File: src/hw/rtl/partition_lba_to_chs_translator_macros.svh
// Assertion macros shared by the translator RTL.
`ifndef PARTITION_LBA_TO_CHS_TRANSLATOR_MACROS_SVH
`define PARTITION_LBA_TO_CHS_TRANSLATOR_MACROS_SVH

// Same-cycle implication, disabled while in reset.
`define PLCT_ASSERT_NOW(label, clk, rst, ante, cons, msg) \
  label: assert property (@(posedge clk) disable iff (rst) (ante) |-> (cons)) \
    else $error(msg);

// Next-cycle implication, disabled while in reset.
`define PLCT_ASSERT_NEXT(label, clk, rst, ante, cons, msg) \
  label: assert property (@(posedge clk) disable iff (rst) (ante) |=> (cons)) \
    else $error(msg);

`endif

File: src/hw/rtl/plct_pkg.sv
// Shared types, codes and sizes of the partition block-to-CHS translator.
`timescale 1ns / 1ps
package plct_pkg;

  localparam int DISK_COUNT_DEF    = 4;
  localparam int TABLE_ENTRIES_DEF = 32;

  localparam int MINOR_W        = 8;
  localparam int PARTS_PER_DISK = 8;
  localparam int PART_SHIFT     = $clog2(PARTS_PER_DISK);
  localparam int UNIT_W         = MINOR_W - PART_SHIFT;
  localparam int PART_IDX_W     = 5;
  localparam int IDX_W          = 5;

  localparam int ABS_W      = 32;
  localparam int SEC_W      = 8;
  localparam int HEAD_W     = 5;
  localparam int HEAD_OUT_W = 4;
  localparam int CYL_W      = 16;
  localparam int CMD_W      = 8;

  localparam logic [HEAD_W-1:0] MAX_HEADS = HEAD_W'(16);

  localparam int FIFO_DEPTH  = 4;
  localparam int DIV_BITS    = 4;
  localparam int DIV_STAGES  = ABS_W / DIV_BITS;
  localparam int PIPE_STAGES = 2 * DIV_STAGES;

  localparam logic [1:0] OP_TRANSLATE  = 2'd0;
  localparam logic [1:0] OP_PART_WRITE = 2'd1;
  localparam logic [1:0] OP_GEO_WRITE  = 2'd2;

  localparam logic [1:0] ST_OK    = 2'd0;
  localparam logic [1:0] ST_RANGE = 2'd1;
  localparam logic [1:0] ST_NODEV = 2'd2;
  localparam logic [1:0] ST_IO    = 2'd3;

  localparam logic [CMD_W-1:0] CMD_RD = 8'h20;
  localparam logic [CMD_W-1:0] CMD_WR = 8'h30;

  // Classified request handed from the front end to the divider back end.
  typedef struct packed {
    logic              go;
    logic [1:0]        status;
    logic [ABS_W-1:0]  abs_blk;
    logic [SEC_W-1:0]  secs;
    logic [HEAD_W-1:0] heads;
    logic [CYL_W-1:0]  cyl;
    logic [1:0]        unit_lo;
    logic              is_write;
  } beat_t;

endpackage

File: src/hw/rtl/plct_ram.sv
// Generic single-write, single-read RAM with registered read data.
`timescale 1ns / 1ps
module plct_ram #(
  parameter int WIDTH = 64,
  parameter int DEPTH = 32
) (
  input  logic                     clk,
  input  logic                     we,
  input  logic [$clog2(DEPTH)-1:0] waddr,
  input  logic [WIDTH-1:0]         wdata,
  input  logic                     re,
  input  logic [$clog2(DEPTH)-1:0] raddr,
  output logic [WIDTH-1:0]         rdata
);

  logic [WIDTH-1:0] mem [DEPTH];

  always_ff @(posedge clk) begin
    if (we) begin
      mem[waddr] <= wdata;
    end
    if (re) begin
      rdata <= mem[raddr];
    end
  end

endmodule

File: src/hw/rtl/plct_front.sv
// Front end: accepts requests, owns the partition and geometry tables, classifies errors.
`timescale 1ns / 1ps
module plct_front import plct_pkg::*; #(
  parameter int DISK_COUNT    = DISK_COUNT_DEF,
  parameter int TABLE_ENTRIES = TABLE_ENTRIES_DEF
) (
  input  logic               clk,
  input  logic               rst,
  input  logic               req_valid,
  output logic               req_stall,
  input  logic [1:0]         operation,
  input  logic [MINOR_W-1:0] minor_number,
  input  logic [ABS_W-1:0]   block_number,
  input  logic               is_write,
  input  logic [IDX_W-1:0]   table_index,
  input  logic [ABS_W-1:0]   entry_offset,
  input  logic [ABS_W-1:0]   entry_size,
  input  logic [SEC_W-1:0]   geo_sectors,
  input  logic [HEAD_W-1:0]  geo_heads,
  input  logic [CYL_W-1:0]   geo_cylinders,
  output logic               push,
  output beat_t              push_beat,
  input  logic               q_full
);

  localparam int TE_AW    = $clog2(TABLE_ENTRIES);
  localparam int TE_SLOTS = 2 ** TE_AW;
  localparam int DW       = (DISK_COUNT > 1) ? $clog2(DISK_COUNT) : 1;

  logic              accept;
  logic              a_valid;
  logic [1:0]        a_op;
  logic [ABS_W-1:0]  a_blk;
  logic              a_is_write;
  logic [UNIT_W-1:0] a_unit;
  logic              a_unit_ok;
  logic              a_prange;
  logic              a_pvalid;
  logic [SEC_W-1:0]  a_secs;
  logic [HEAD_W-1:0] a_heads;
  logic [CYL_W-1:0]  a_cyl;

  logic [TE_SLOTS-1:0] pvalid;
  logic [SEC_W-1:0]    geo_secs  [DISK_COUNT];
  logic [HEAD_W-1:0]   geo_hds   [DISK_COUNT];
  logic [CYL_W-1:0]    geo_cyls  [DISK_COUNT];

  logic [5:0]         ridx;
  logic [5:0]         widx;
  logic [UNIT_W-1:0]  unit;
  logic               unit_ok;
  logic [DW-1:0]      unit_sel;
  logic [DW-1:0]      geo_idx;
  logic               part_wr;
  logic               geo_wr;
  logic               geo_absent;
  logic [HEAD_W-1:0]  h_clamp;
  logic [2*ABS_W-1:0] rdata;
  logic [ABS_W-1:0]   psize;
  logic [ABS_W-1:0]   poff;
  logic [ABS_W:0]     sum;

  assign req_stall = a_valid && q_full;
  assign accept    = req_valid && !req_stall;
  assign push      = a_valid && !q_full;

  assign ridx     = {1'b0, minor_number[PART_IDX_W-1:0]};
  assign widx     = {1'b0, table_index};
  assign unit     = minor_number[MINOR_W-1:PART_SHIFT];
  assign unit_ok  = unit < UNIT_W'(DISK_COUNT);
  assign unit_sel = unit[DW-1:0];
  assign geo_idx  = table_index[DW-1:0];

  assign part_wr = accept && (operation == OP_PART_WRITE) &&
                   (7'(table_index) < 7'(TABLE_ENTRIES));
  assign geo_wr  = accept && (operation == OP_GEO_WRITE) &&
                   (6'(table_index) < 6'(DISK_COUNT));

  assign h_clamp    = (geo_heads > MAX_HEADS) ? MAX_HEADS : geo_heads;
  assign geo_absent = (geo_sectors == '0) || (geo_heads == '0) || (geo_cylinders == '0);

  plct_ram #(
    .WIDTH (2 * ABS_W),
    .DEPTH (TABLE_ENTRIES)
  ) u_part_ram (
    .clk   (clk),
    .we    (part_wr),
    .waddr (widx[TE_AW-1:0]),
    .wdata ({entry_offset, entry_size}),
    .re    (accept),
    .raddr (ridx[TE_AW-1:0]),
    .rdata (rdata)
  );

  always_ff @(posedge clk) begin
    if (rst) begin
      a_valid <= 1'b0;
      pvalid  <= '0;
      for (int d = 0; d < DISK_COUNT; d++) begin
        geo_secs[d] <= '0;
        geo_hds[d]  <= '0;
        geo_cyls[d] <= '0;
      end
    end else begin
      if (accept) begin
        a_valid <= 1'b1;
      end else if (push) begin
        a_valid <= 1'b0;
      end
      if (part_wr) begin
        pvalid[widx[TE_AW-1:0]] <= 1'b1;
      end
      // A zero in any geometry field marks the disk absent.
      if (geo_wr) begin
        geo_secs[geo_idx] <= geo_absent ? '0 : geo_sectors;
        geo_hds[geo_idx]  <= geo_absent ? '0 : h_clamp;
        geo_cyls[geo_idx] <= geo_absent ? '0 : geo_cylinders;
      end
    end
  end

  // Tables are sampled at the accept edge so every request sees all earlier writes.
  always_ff @(posedge clk) begin
    if (accept) begin
      a_op       <= operation;
      a_blk      <= block_number;
      a_is_write <= is_write;
      a_unit     <= unit;
      a_unit_ok  <= unit_ok;
      a_prange   <= 7'(minor_number[PART_IDX_W-1:0]) < 7'(TABLE_ENTRIES);
      a_pvalid   <= pvalid[ridx[TE_AW-1:0]];
      a_secs     <= unit_ok ? geo_secs[unit_sel] : '0;
      a_heads    <= unit_ok ? geo_hds[unit_sel]  : '0;
      a_cyl      <= unit_ok ? geo_cyls[unit_sel] : '0;
    end
  end

  always_comb begin
    psize = (a_prange && a_pvalid) ? rdata[ABS_W-1:0]       : '0;
    poff  = (a_prange && a_pvalid) ? rdata[2*ABS_W-1:ABS_W] : '0;
    sum   = {1'b0, a_blk} + {1'b0, poff};

    push_beat.go       = 1'b0;
    push_beat.status   = ST_OK;
    push_beat.abs_blk  = sum[ABS_W-1:0];
    push_beat.secs     = a_secs;
    push_beat.heads    = a_heads;
    push_beat.cyl      = a_cyl;
    push_beat.unit_lo  = a_unit[1:0];
    push_beat.is_write = a_is_write;

    // Checks in priority order; the disk size check finishes in the back end.
    if (a_op == OP_TRANSLATE) begin
      if (a_blk >= psize) begin
        push_beat.status = ST_RANGE;
      end else if (!a_unit_ok) begin
        push_beat.status = ST_NODEV;
      end else if (sum[ABS_W] || (a_secs == '0)) begin
        push_beat.status = ST_IO;
      end else begin
        push_beat.go = 1'b1;
      end
    end
  end

endmodule

File: src/hw/rtl/plct_fifo.sv
// Short queue between the classifying front end and the divider back end.
`timescale 1ns / 1ps
`include "partition_lba_to_chs_translator_macros.svh"
module plct_fifo import plct_pkg::*; (
  input  logic  clk,
  input  logic  rst,
  input  logic  push,
  input  beat_t push_beat,
  output logic  full,
  input  logic  pop,
  output beat_t head,
  output logic  empty
);

  localparam int PW = $clog2(FIFO_DEPTH);
  localparam int CW = $clog2(FIFO_DEPTH + 1);

  beat_t         slots [FIFO_DEPTH];
  logic [PW-1:0] wr_ptr;
  logic [PW-1:0] rd_ptr;
  logic [CW-1:0] count;

  assign full  = count == CW'(FIFO_DEPTH);
  assign empty = count == '0;
  assign head  = slots[rd_ptr];

  always_ff @(posedge clk) begin
    if (rst) begin
      wr_ptr <= '0;
      rd_ptr <= '0;
      count  <= '0;
    end else begin
      if (push) begin
        wr_ptr <= wr_ptr + PW'(1);
      end
      if (pop) begin
        rd_ptr <= rd_ptr + PW'(1);
      end
      if (push && !pop) begin
        count <= count + CW'(1);
      end else if (pop && !push) begin
        count <= count - CW'(1);
      end
    end
  end

  always_ff @(posedge clk) begin
    if (push) begin
      slots[wr_ptr] <= push_beat;
    end
  end

  `PLCT_ASSERT_NEXT(a_fifo_fill, clk, rst, push && !pop, count == $past(count) + CW'(1), "fifo count did not advance on push")
  `PLCT_ASSERT_NOW(a_fifo_bound, clk, rst, 1'b1, count <= CW'(FIFO_DEPTH), "fifo count above depth")

endmodule

File: src/hw/rtl/plct_back.sv
// Back end: pipelined sector and head dividers, disk size check, output register.
`timescale 1ns / 1ps
`include "partition_lba_to_chs_translator_macros.svh"
module plct_back import plct_pkg::*; (
  input  logic                  clk,
  input  logic                  rst,
  output logic                  pop,
  input  beat_t                 head,
  input  logic                  empty,
  output logic                  rsp_valid,
  input  logic                  rsp_stall,
  output logic [1:0]            status,
  output logic [CYL_W-1:0]      cylinder,
  output logic [HEAD_OUT_W-1:0] head_num,
  output logic [SEC_W-1:0]      sector,
  output logic                  controller,
  output logic                  drive,
  output logic [CMD_W-1:0]      command
);

  typedef struct packed {
    logic              go;
    logic [1:0]        status;
    logic [ABS_W-1:0]  num;
    logic [SEC_W-1:0]  rem1;
    logic [HEAD_W-1:0] rem2;
    logic [SEC_W-1:0]  secs;
    logic [HEAD_W-1:0] heads;
    logic [CYL_W-1:0]  cyl;
    logic [1:0]        unit_lo;
    logic              is_write;
  } stage_t;

  logic                  adv;
  logic [PIPE_STAGES-1:0] pv;
  stage_t                pipe [PIPE_STAGES];
  stage_t                nxt  [PIPE_STAGES];
  stage_t                entry;
  stage_t                last;
  logic                  ok;

  // The whole pipe moves whenever the output register is free or being drained.
  assign adv = !rsp_valid || !rsp_stall;
  assign pop = adv && !empty;

  always_comb begin
    entry.go       = head.go;
    entry.status   = head.status;
    entry.num      = head.abs_blk;
    entry.rem1     = '0;
    entry.rem2     = '0;
    entry.secs     = head.secs;
    entry.heads    = head.heads;
    entry.cyl      = head.cyl;
    entry.unit_lo  = head.unit_lo;
    entry.is_write = head.is_write;
  end

  for (genvar g = 0; g < PIPE_STAGES; g++) begin : g_stage
    stage_t          s_in;
    stage_t          st;
    logic [SEC_W:0]  r1x;
    logic [HEAD_W:0] r2x;

    if (g == 0) begin : g_first
      assign s_in = entry;
    end else begin : g_rest
      assign s_in = pipe[g-1];
    end

    // Restoring division, DIV_BITS quotient bits per stage; the quotient shifts
    // into num. First half divides by sectors, second half by heads.
    always_comb begin
      st  = s_in;
      r1x = '0;
      r2x = '0;
      for (int k = 0; k < DIV_BITS; k++) begin
        if (g < DIV_STAGES) begin
          r1x    = {st.rem1, st.num[ABS_W-1]};
          st.num = {st.num[ABS_W-2:0], 1'b0};
          if (r1x >= {1'b0, st.secs}) begin
            r1x       = r1x - {1'b0, st.secs};
            st.num[0] = 1'b1;
          end
          st.rem1 = r1x[SEC_W-1:0];
        end else begin
          r2x    = {st.rem2, st.num[ABS_W-1]};
          st.num = {st.num[ABS_W-2:0], 1'b0};
          if (r2x >= {1'b0, st.heads}) begin
            r2x       = r2x - {1'b0, st.heads};
            st.num[0] = 1'b1;
          end
          st.rem2 = r2x[HEAD_W-1:0];
        end
      end
      nxt[g] = st;
    end

    always_ff @(posedge clk) begin
      if (adv) begin
        pipe[g] <= nxt[g];
      end
    end
  end

  always_ff @(posedge clk) begin
    if (rst) begin
      pv        <= '0;
      rsp_valid <= 1'b0;
    end else if (adv) begin
      pv        <= {pv[PIPE_STAGES-2:0], !empty};
      rsp_valid <= pv[PIPE_STAGES-1];
    end
  end

  // Block lies on the disk iff its cylinder quotient is below the cylinder count.
  assign last = pipe[PIPE_STAGES-1];
  assign ok   = last.go && (last.num < ABS_W'(last.cyl));

  always_ff @(posedge clk) begin
    if (adv) begin
      status     <= last.go ? (ok ? ST_OK : ST_IO) : last.status;
      cylinder   <= ok ? last.num[CYL_W-1:0] : '0;
      head_num   <= ok ? last.rem2[HEAD_OUT_W-1:0] : '0;
      sector     <= ok ? last.rem1 + SEC_W'(1) : '0;
      controller <= ok ? last.unit_lo[1] : 1'b0;
      drive      <= ok ? last.unit_lo[0] : 1'b0;
      command    <= ok ? (last.is_write ? CMD_WR : CMD_RD) : '0;
    end
  end

  `PLCT_ASSERT_NEXT(a_back_hold, clk, rst, rsp_valid && rsp_stall, $stable(pv), "divider pipe moved while output stalled")
  `PLCT_ASSERT_NOW(a_back_sector, clk, rst, rsp_valid && status == ST_OK && command != '0, sector != '0, "translated beat with zero sector")

endmodule

File: src/hw/rtl/partition_lba_to_chs_translator.sv
// A request passes the table read and classify register, the queue, 16 divider stages
//   and the output register; the 32-bit dividers are fully pipelined.
// Throughput: one request per cycle, held back only while the response side stalls.
// A 4-entry queue decouples the front end from the divider pipe.
// Reset (sync, active high) empties the pipe and queue and zeroes the partition
//   valid bits and disk geometries at once; no clearing pass is needed.
`timescale 1ns / 1ps
module partition_lba_to_chs_translator import plct_pkg::*; #(
  parameter int DISK_COUNT    = DISK_COUNT_DEF,
  parameter int TABLE_ENTRIES = TABLE_ENTRIES_DEF
) (
  input  logic                  clk,
  input  logic                  rst,
  input  logic                  req_valid,
  output logic                  req_stall,
  input  logic [1:0]            operation,
  input  logic [MINOR_W-1:0]    minor_number,
  input  logic [ABS_W-1:0]      block_number,
  input  logic                  is_write,
  input  logic [IDX_W-1:0]      table_index,
  input  logic [ABS_W-1:0]      entry_offset,
  input  logic [ABS_W-1:0]      entry_size,
  input  logic [SEC_W-1:0]      geo_sectors,
  input  logic [HEAD_W-1:0]     geo_heads,
  input  logic [CYL_W-1:0]      geo_cylinders,
  output logic                  rsp_valid,
  input  logic                  rsp_stall,
  output logic [1:0]            status,
  output logic [CYL_W-1:0]      cylinder,
  output logic [HEAD_OUT_W-1:0] head,
  output logic [SEC_W-1:0]      sector,
  output logic                  controller,
  output logic                  drive,
  output logic [CMD_W-1:0]      command
);

  logic  push;
  beat_t push_beat;
  logic  q_full;
  logic  q_pop;
  beat_t q_head;
  logic  q_empty;

  plct_front #(
    .DISK_COUNT    (DISK_COUNT),
    .TABLE_ENTRIES (TABLE_ENTRIES)
  ) u_front (
    .clk           (clk),
    .rst           (rst),
    .req_valid     (req_valid),
    .req_stall     (req_stall),
    .operation     (operation),
    .minor_number  (minor_number),
    .block_number  (block_number),
    .is_write      (is_write),
    .table_index   (table_index),
    .entry_offset  (entry_offset),
    .entry_size    (entry_size),
    .geo_sectors   (geo_sectors),
    .geo_heads     (geo_heads),
    .geo_cylinders (geo_cylinders),
    .push          (push),
    .push_beat     (push_beat),
    .q_full        (q_full)
  );

  plct_fifo u_fifo (
    .clk       (clk),
    .rst       (rst),
    .push      (push),
    .push_beat (push_beat),
    .full      (q_full),
    .pop       (q_pop),
    .head      (q_head),
    .empty     (q_empty)
  );

  plct_back u_back (
    .clk        (clk),
    .rst        (rst),
    .pop        (q_pop),
    .head       (q_head),
    .empty      (q_empty),
    .rsp_valid  (rsp_valid),
    .rsp_stall  (rsp_stall),
    .status     (status),
    .cylinder   (cylinder),
    .head_num   (head),
    .sector     (sector),
    .controller (controller),
    .drive      (drive),
    .command    (command)
  );

endmodule

File: config.mk
export PLATFORM = sky130hd
export DESIGN_NAME = partition_lba_to_chs_translator
export DESIGN_NICKNAME = d
export VERILOG_FILES = /design/src/hw/rtl/plct_pkg.sv /design/src/hw/rtl/plct_ram.sv /design/src/hw/rtl/plct_front.sv /design/src/hw/rtl/plct_fifo.sv /design/src/hw/rtl/plct_back.sv /design/src/hw/rtl/partition_lba_to_chs_translator.sv
export VERILOG_INCLUDE_DIRS = /design/src /design/src/hw/rtl
export SDC_FILE = /design/constraint.sdc
export NUM_CORES = 2
export LEC_CHECK = 0
export ABC_AREA = 1
export BUFFER_PORTS_ARGS = -buffer_cell sky130_fd_sc_hd__buf_2
export CELL_PAD_IN_SITES_DETAIL_PLACEMENT = 0
export CELL_PAD_IN_SITES_GLOBAL_PLACEMENT = 1
export CORE_ASPECT_RATIO = 2
export CORE_MARGIN = 4
export CORE_UTILIZATION = 56
export CTS_CLUSTER_DIAMETER = 200
export DETAILED_ROUTE_END_ITERATION = 12
export PLACE_DENSITY = 0.84
export SLEW_MARGIN = 20
export SYNTH_ARGS = -nofsm -noshare
export SYNTH_HDL_FRONTEND = slang
export SYNTH_SLANG_ARGS = --single-unit
File: constraint.sdc
create_clock -name clk -period 85 [get_ports clk]
set_clock_uncertainty 0.1 [all_clocks]
set_input_delay 4.25 -clock clk [delete_from_list [all_inputs] [get_ports clk]]
set_output_delay 4.25 -clock clk [all_outputs]
set_load 0.03 [all_outputs]
==> run metrics <==
status=complete, no violations; Max transition margin=a little under a quarter; delay-heaviest family, CP=buffers and inverters; Final Hold Viols=0; Final min period=slightly above 9 ns; Post-Synth Adder-Cell Area=between 4 and 5%; NumNets Final=around 14000; synth unique cells=71; Die X-Extent=just under 400 µm; Clock Tree Buf Depth=4; Worst Max-Slew Pin Slew=between 1 and 1.5 ns; via count=approximately 100k; CTS tree=done; area share of and/or/nand/nor cells after synthesis=10.3%; vias in the first global route=around 100k; Initial Util=a little under three fifths; Max-cap violations=0; I/O pin cnt=roughly 190; Detailed Place HPWL=about 260 mm; register area=between 100000 and 150000 µm²; crit-path cells=buf_2 > nand2_4 > buf_4 > buf_4 > buf_4 > buf_4 > buf_4 > buf_4; startpoint type of the worst setup path=input pin; CTS resizes=0; die span in y=between 700 and 800 µm; DIE AREA=approximately 300000 µm²; Crit path buffers/inverters=7; cell mode on critical path=buf_4; Crit Path Category=in -> reg; Area Growth Syn to Fin=9.80%; clk slew on worst S/H paths=0.07 ns; port bufs=180; Setup Buffers After CTS=0; share of the synthesized area in the top cell type=around 70%; Final Setup Violations=0; fmax=between 100 and 150 MHz; Initial DRC Count=a little under 10000; GP Congestion=0.907; Post-CTS Hold Buffers=0; initial antenna violation count=40; multiplexer share of the synthesized area=less than 1%; drt wl/cell=25.2 µm; RSZ-0062 raised after global routing=no; crit-path max cell delay=slightly below 0.9 ns; Core ar.=287000 µm²; fillcell total=approximately 22000; multi-input logic area=42900 µm²; Worst Setup End Kind=flop; CTS Buf Count=roughly 330; DRC=0; GRT overflow=0; Final period util=10.9%; Vias/cell=a little over 6; Post-synth ARST share=0%; Num Clock Sinks=between 3000 and 4000; Cells after Synth=12900; Synth Area in Compound Gates=9.93%; Top FF cell, synth=edfxtp_1; largest net degree at the start of global routing=254; site row count=roughly 280; number of synthesized flops with an enable pin=approximately 3800; synthesized cell area=162000 µm²; setup tns final=0 ns; clk_lat worst skew=0.91 ns; first-pass GRT wire length=roughly 630 mm; area leader, netlist=edfxtp_1; Detail Route Antenna Nets=0; DRT Pass-1 Iters=9; WL final=430 mm; layout cells sized above 1=under 10%; flops & latches, synth=between 3000 and 4000; all-layer global routing usage=roughly 28%; XOR/XNOR Fraction of Synth Area=under 10%; Critical Path Fanout Max=slightly above 80; Root Buffer=clkbuf_16; H-tree Lvls=5; sequential element share of the synthesized area=70.5%; Critical-path top delay cell=buf_4; worst hold path class=reg -> reg; fin. max-slew vios=0; top post-synthesis cells by area=edfxtp_1 (70%), o21ai_0 (4.9%), nor2_1 (4.6%); main combinational cell family by area after synthesis=simple AND/OR/NAND/NOR gates; Req. time, crit path=85.36 ns; Mean Syn Cell Area=~13 µm²; WP data arrival=just under 10 ns; warnings from Yosys=0
-- cell families after synthesis --
kind of cell / Yosys count
AND/OR/NAND/NOR: 4072
flip-flops: 3819
AO/OA/AOI/OAI: 2892
XOR/XNOR: 273
multiplexers: 3
adder cells (fa/ha/maj): 556
buffers and inverters: 1316
other: 1
-- Yosys cell counts, drive strengths merged, types with 19 or more instances --
master / instances
edfxtp: 3760
nor2: 1985
o21ai: 1678
nand2: 1569
inv: 751
o22ai: 568
ha: 492
clkbuf: 466
a21oi: 384
nand3: 354
xor2: 159
xnor2: 114
buf: 97
o221ai: 89
fa: 64
dfxtp: 59
nand4: 58
nor3: 32
a31oi: 30
nand3b: 27
nor4: 20
o21a: 19
-- worst reg2reg max path, delay by kind of cell, from the launching register on --
| kind | cells | cell delay (ns) |
|---|---|---|
| AO/OA/AOI/OAI | 14 | 2.74 |
| adder cells (fa/ha/maj) | 5 | 1.39 |
| buffers and inverters | 4 | 1.18 |
| flip-flops | 1 | 0.34 |
| AND/OR/NAND/NOR | 17 | 2.42 |
-- layout by cell type, fill, tap and decap left out, drive strengths merged, types with 19 or more instances in the layout --
| master | netlist | layout |
|---|---|---|
| nor3 | 32 | 32 |
| clkinv | 2 | 125 |
| nor2 | 1985 | 1985 |
| o22ai | 568 | 568 |
| nand3b | 27 | 27 |
| edfxtp | 3760 | 3760 |
| o21a | 19 | 19 |
| dfxtp | 59 | 59 |
| fa | 64 | 64 |
| xnor2 | 114 | 114 |
| nand3 | 354 | 354 |
| ha | 492 | 492 |
| nand4 | 58 | 58 |
| xor2 | 159 | 159 |
| clkinvlp | 0 | 29 |
| a31oi | 30 | 30 |
| inv | 751 | 776 |
| nor4 | 20 | 20 |
| bufinv | 0 | 41 |
| buf | 97 | 325 |
| o21ai | 1678 | 1678 |
| clkbuf | 466 | 372 |
| nand2 | 1569 | 1569 |
| o221ai | 89 | 89 |
| a21oi | 384 | 384 |
-- path summary, 6_finish.rpt --
path	start	endpoint	slack [ns]	depth (start not counted)
max	rsp_stall	u_back.pipe[0][506]	75.72	8
min	u_back.pipe[1][146]	u_back.pipe[1][230]	0.27	0
max reg2reg	flop	u_back.pipe[0][42]	76.58	40
min reg2reg	u_back.pipe[1][146]	u_back.pipe[1][230]	0.27	0
-- registers in the layout, summed over array words and instances (netlist names), 20 cells and up, named ones only --
| signal | count |
|---|---|
| u_back.pipe | 1162 |
| u_fifo.slots | 268 |
| u_front.a_blk | 32 |
| u_front.geo_cyls | 64 |
| u_front.geo_hds | 20 |
| u_front.geo_secs | 32 |
| u_front.pvalid | 32 |
| u_front.u_part_ram.mem | 2048 |
| u_front.u_part_ram.rdata | 64 |
-- per-layer routing --
metal | global-route usage [%] | part of all wire [%]
met1 | 30.7 | 33
met3 | 4.29 | 7.3
met4 | 18.1 | 7.4
met2 | 50.5 | 52
met5 | 0 | 0.039
-- stage by stage --
stage | std cells | hold slack (ns) | area (µm²) | worst slack (ns) | utilization [%]
2_1_floorplan | 12900 | 0.300 | 162000 | 46.23 | -
3_3_place_gp | 16500 | 0.300 | 167000 | 74.93 | 58.1
3_5_place_dp | 16500 | 0.305 | 167000 | 74.73 | 58.1
4_1_cts | 17100 | 0.279 | 178000 | 75.69 | 61.9
5_1_grt | 17100 | 0.287 | 178000 | 75.26 | 61.9
6_report | 17100 | 0.270 | 178000 | 75.72 | 61.9
-- area by class of cell --
| cell class | instances | share of cell area, % |
|---|---|---|
| Clock inverter | 218 | 1.35 |
| Sequential cell | 3819 | 64.2 |
| Tap cell | 3780 | 2.66 |
| Multi-Input combinational cell | 7802 | 24.1 |
| Antenna cell | 17 | 0.0240 |
| Clock buffer | 371 | 4.75 |
| Inverter | 753 | 1.61 |
| Timing Repair Buffer | 326 | 1.22 |
Power is left out: the tool's default activity adds up to more than one toggle a clock period on the data nets, which glitch-free logic cannot reach.
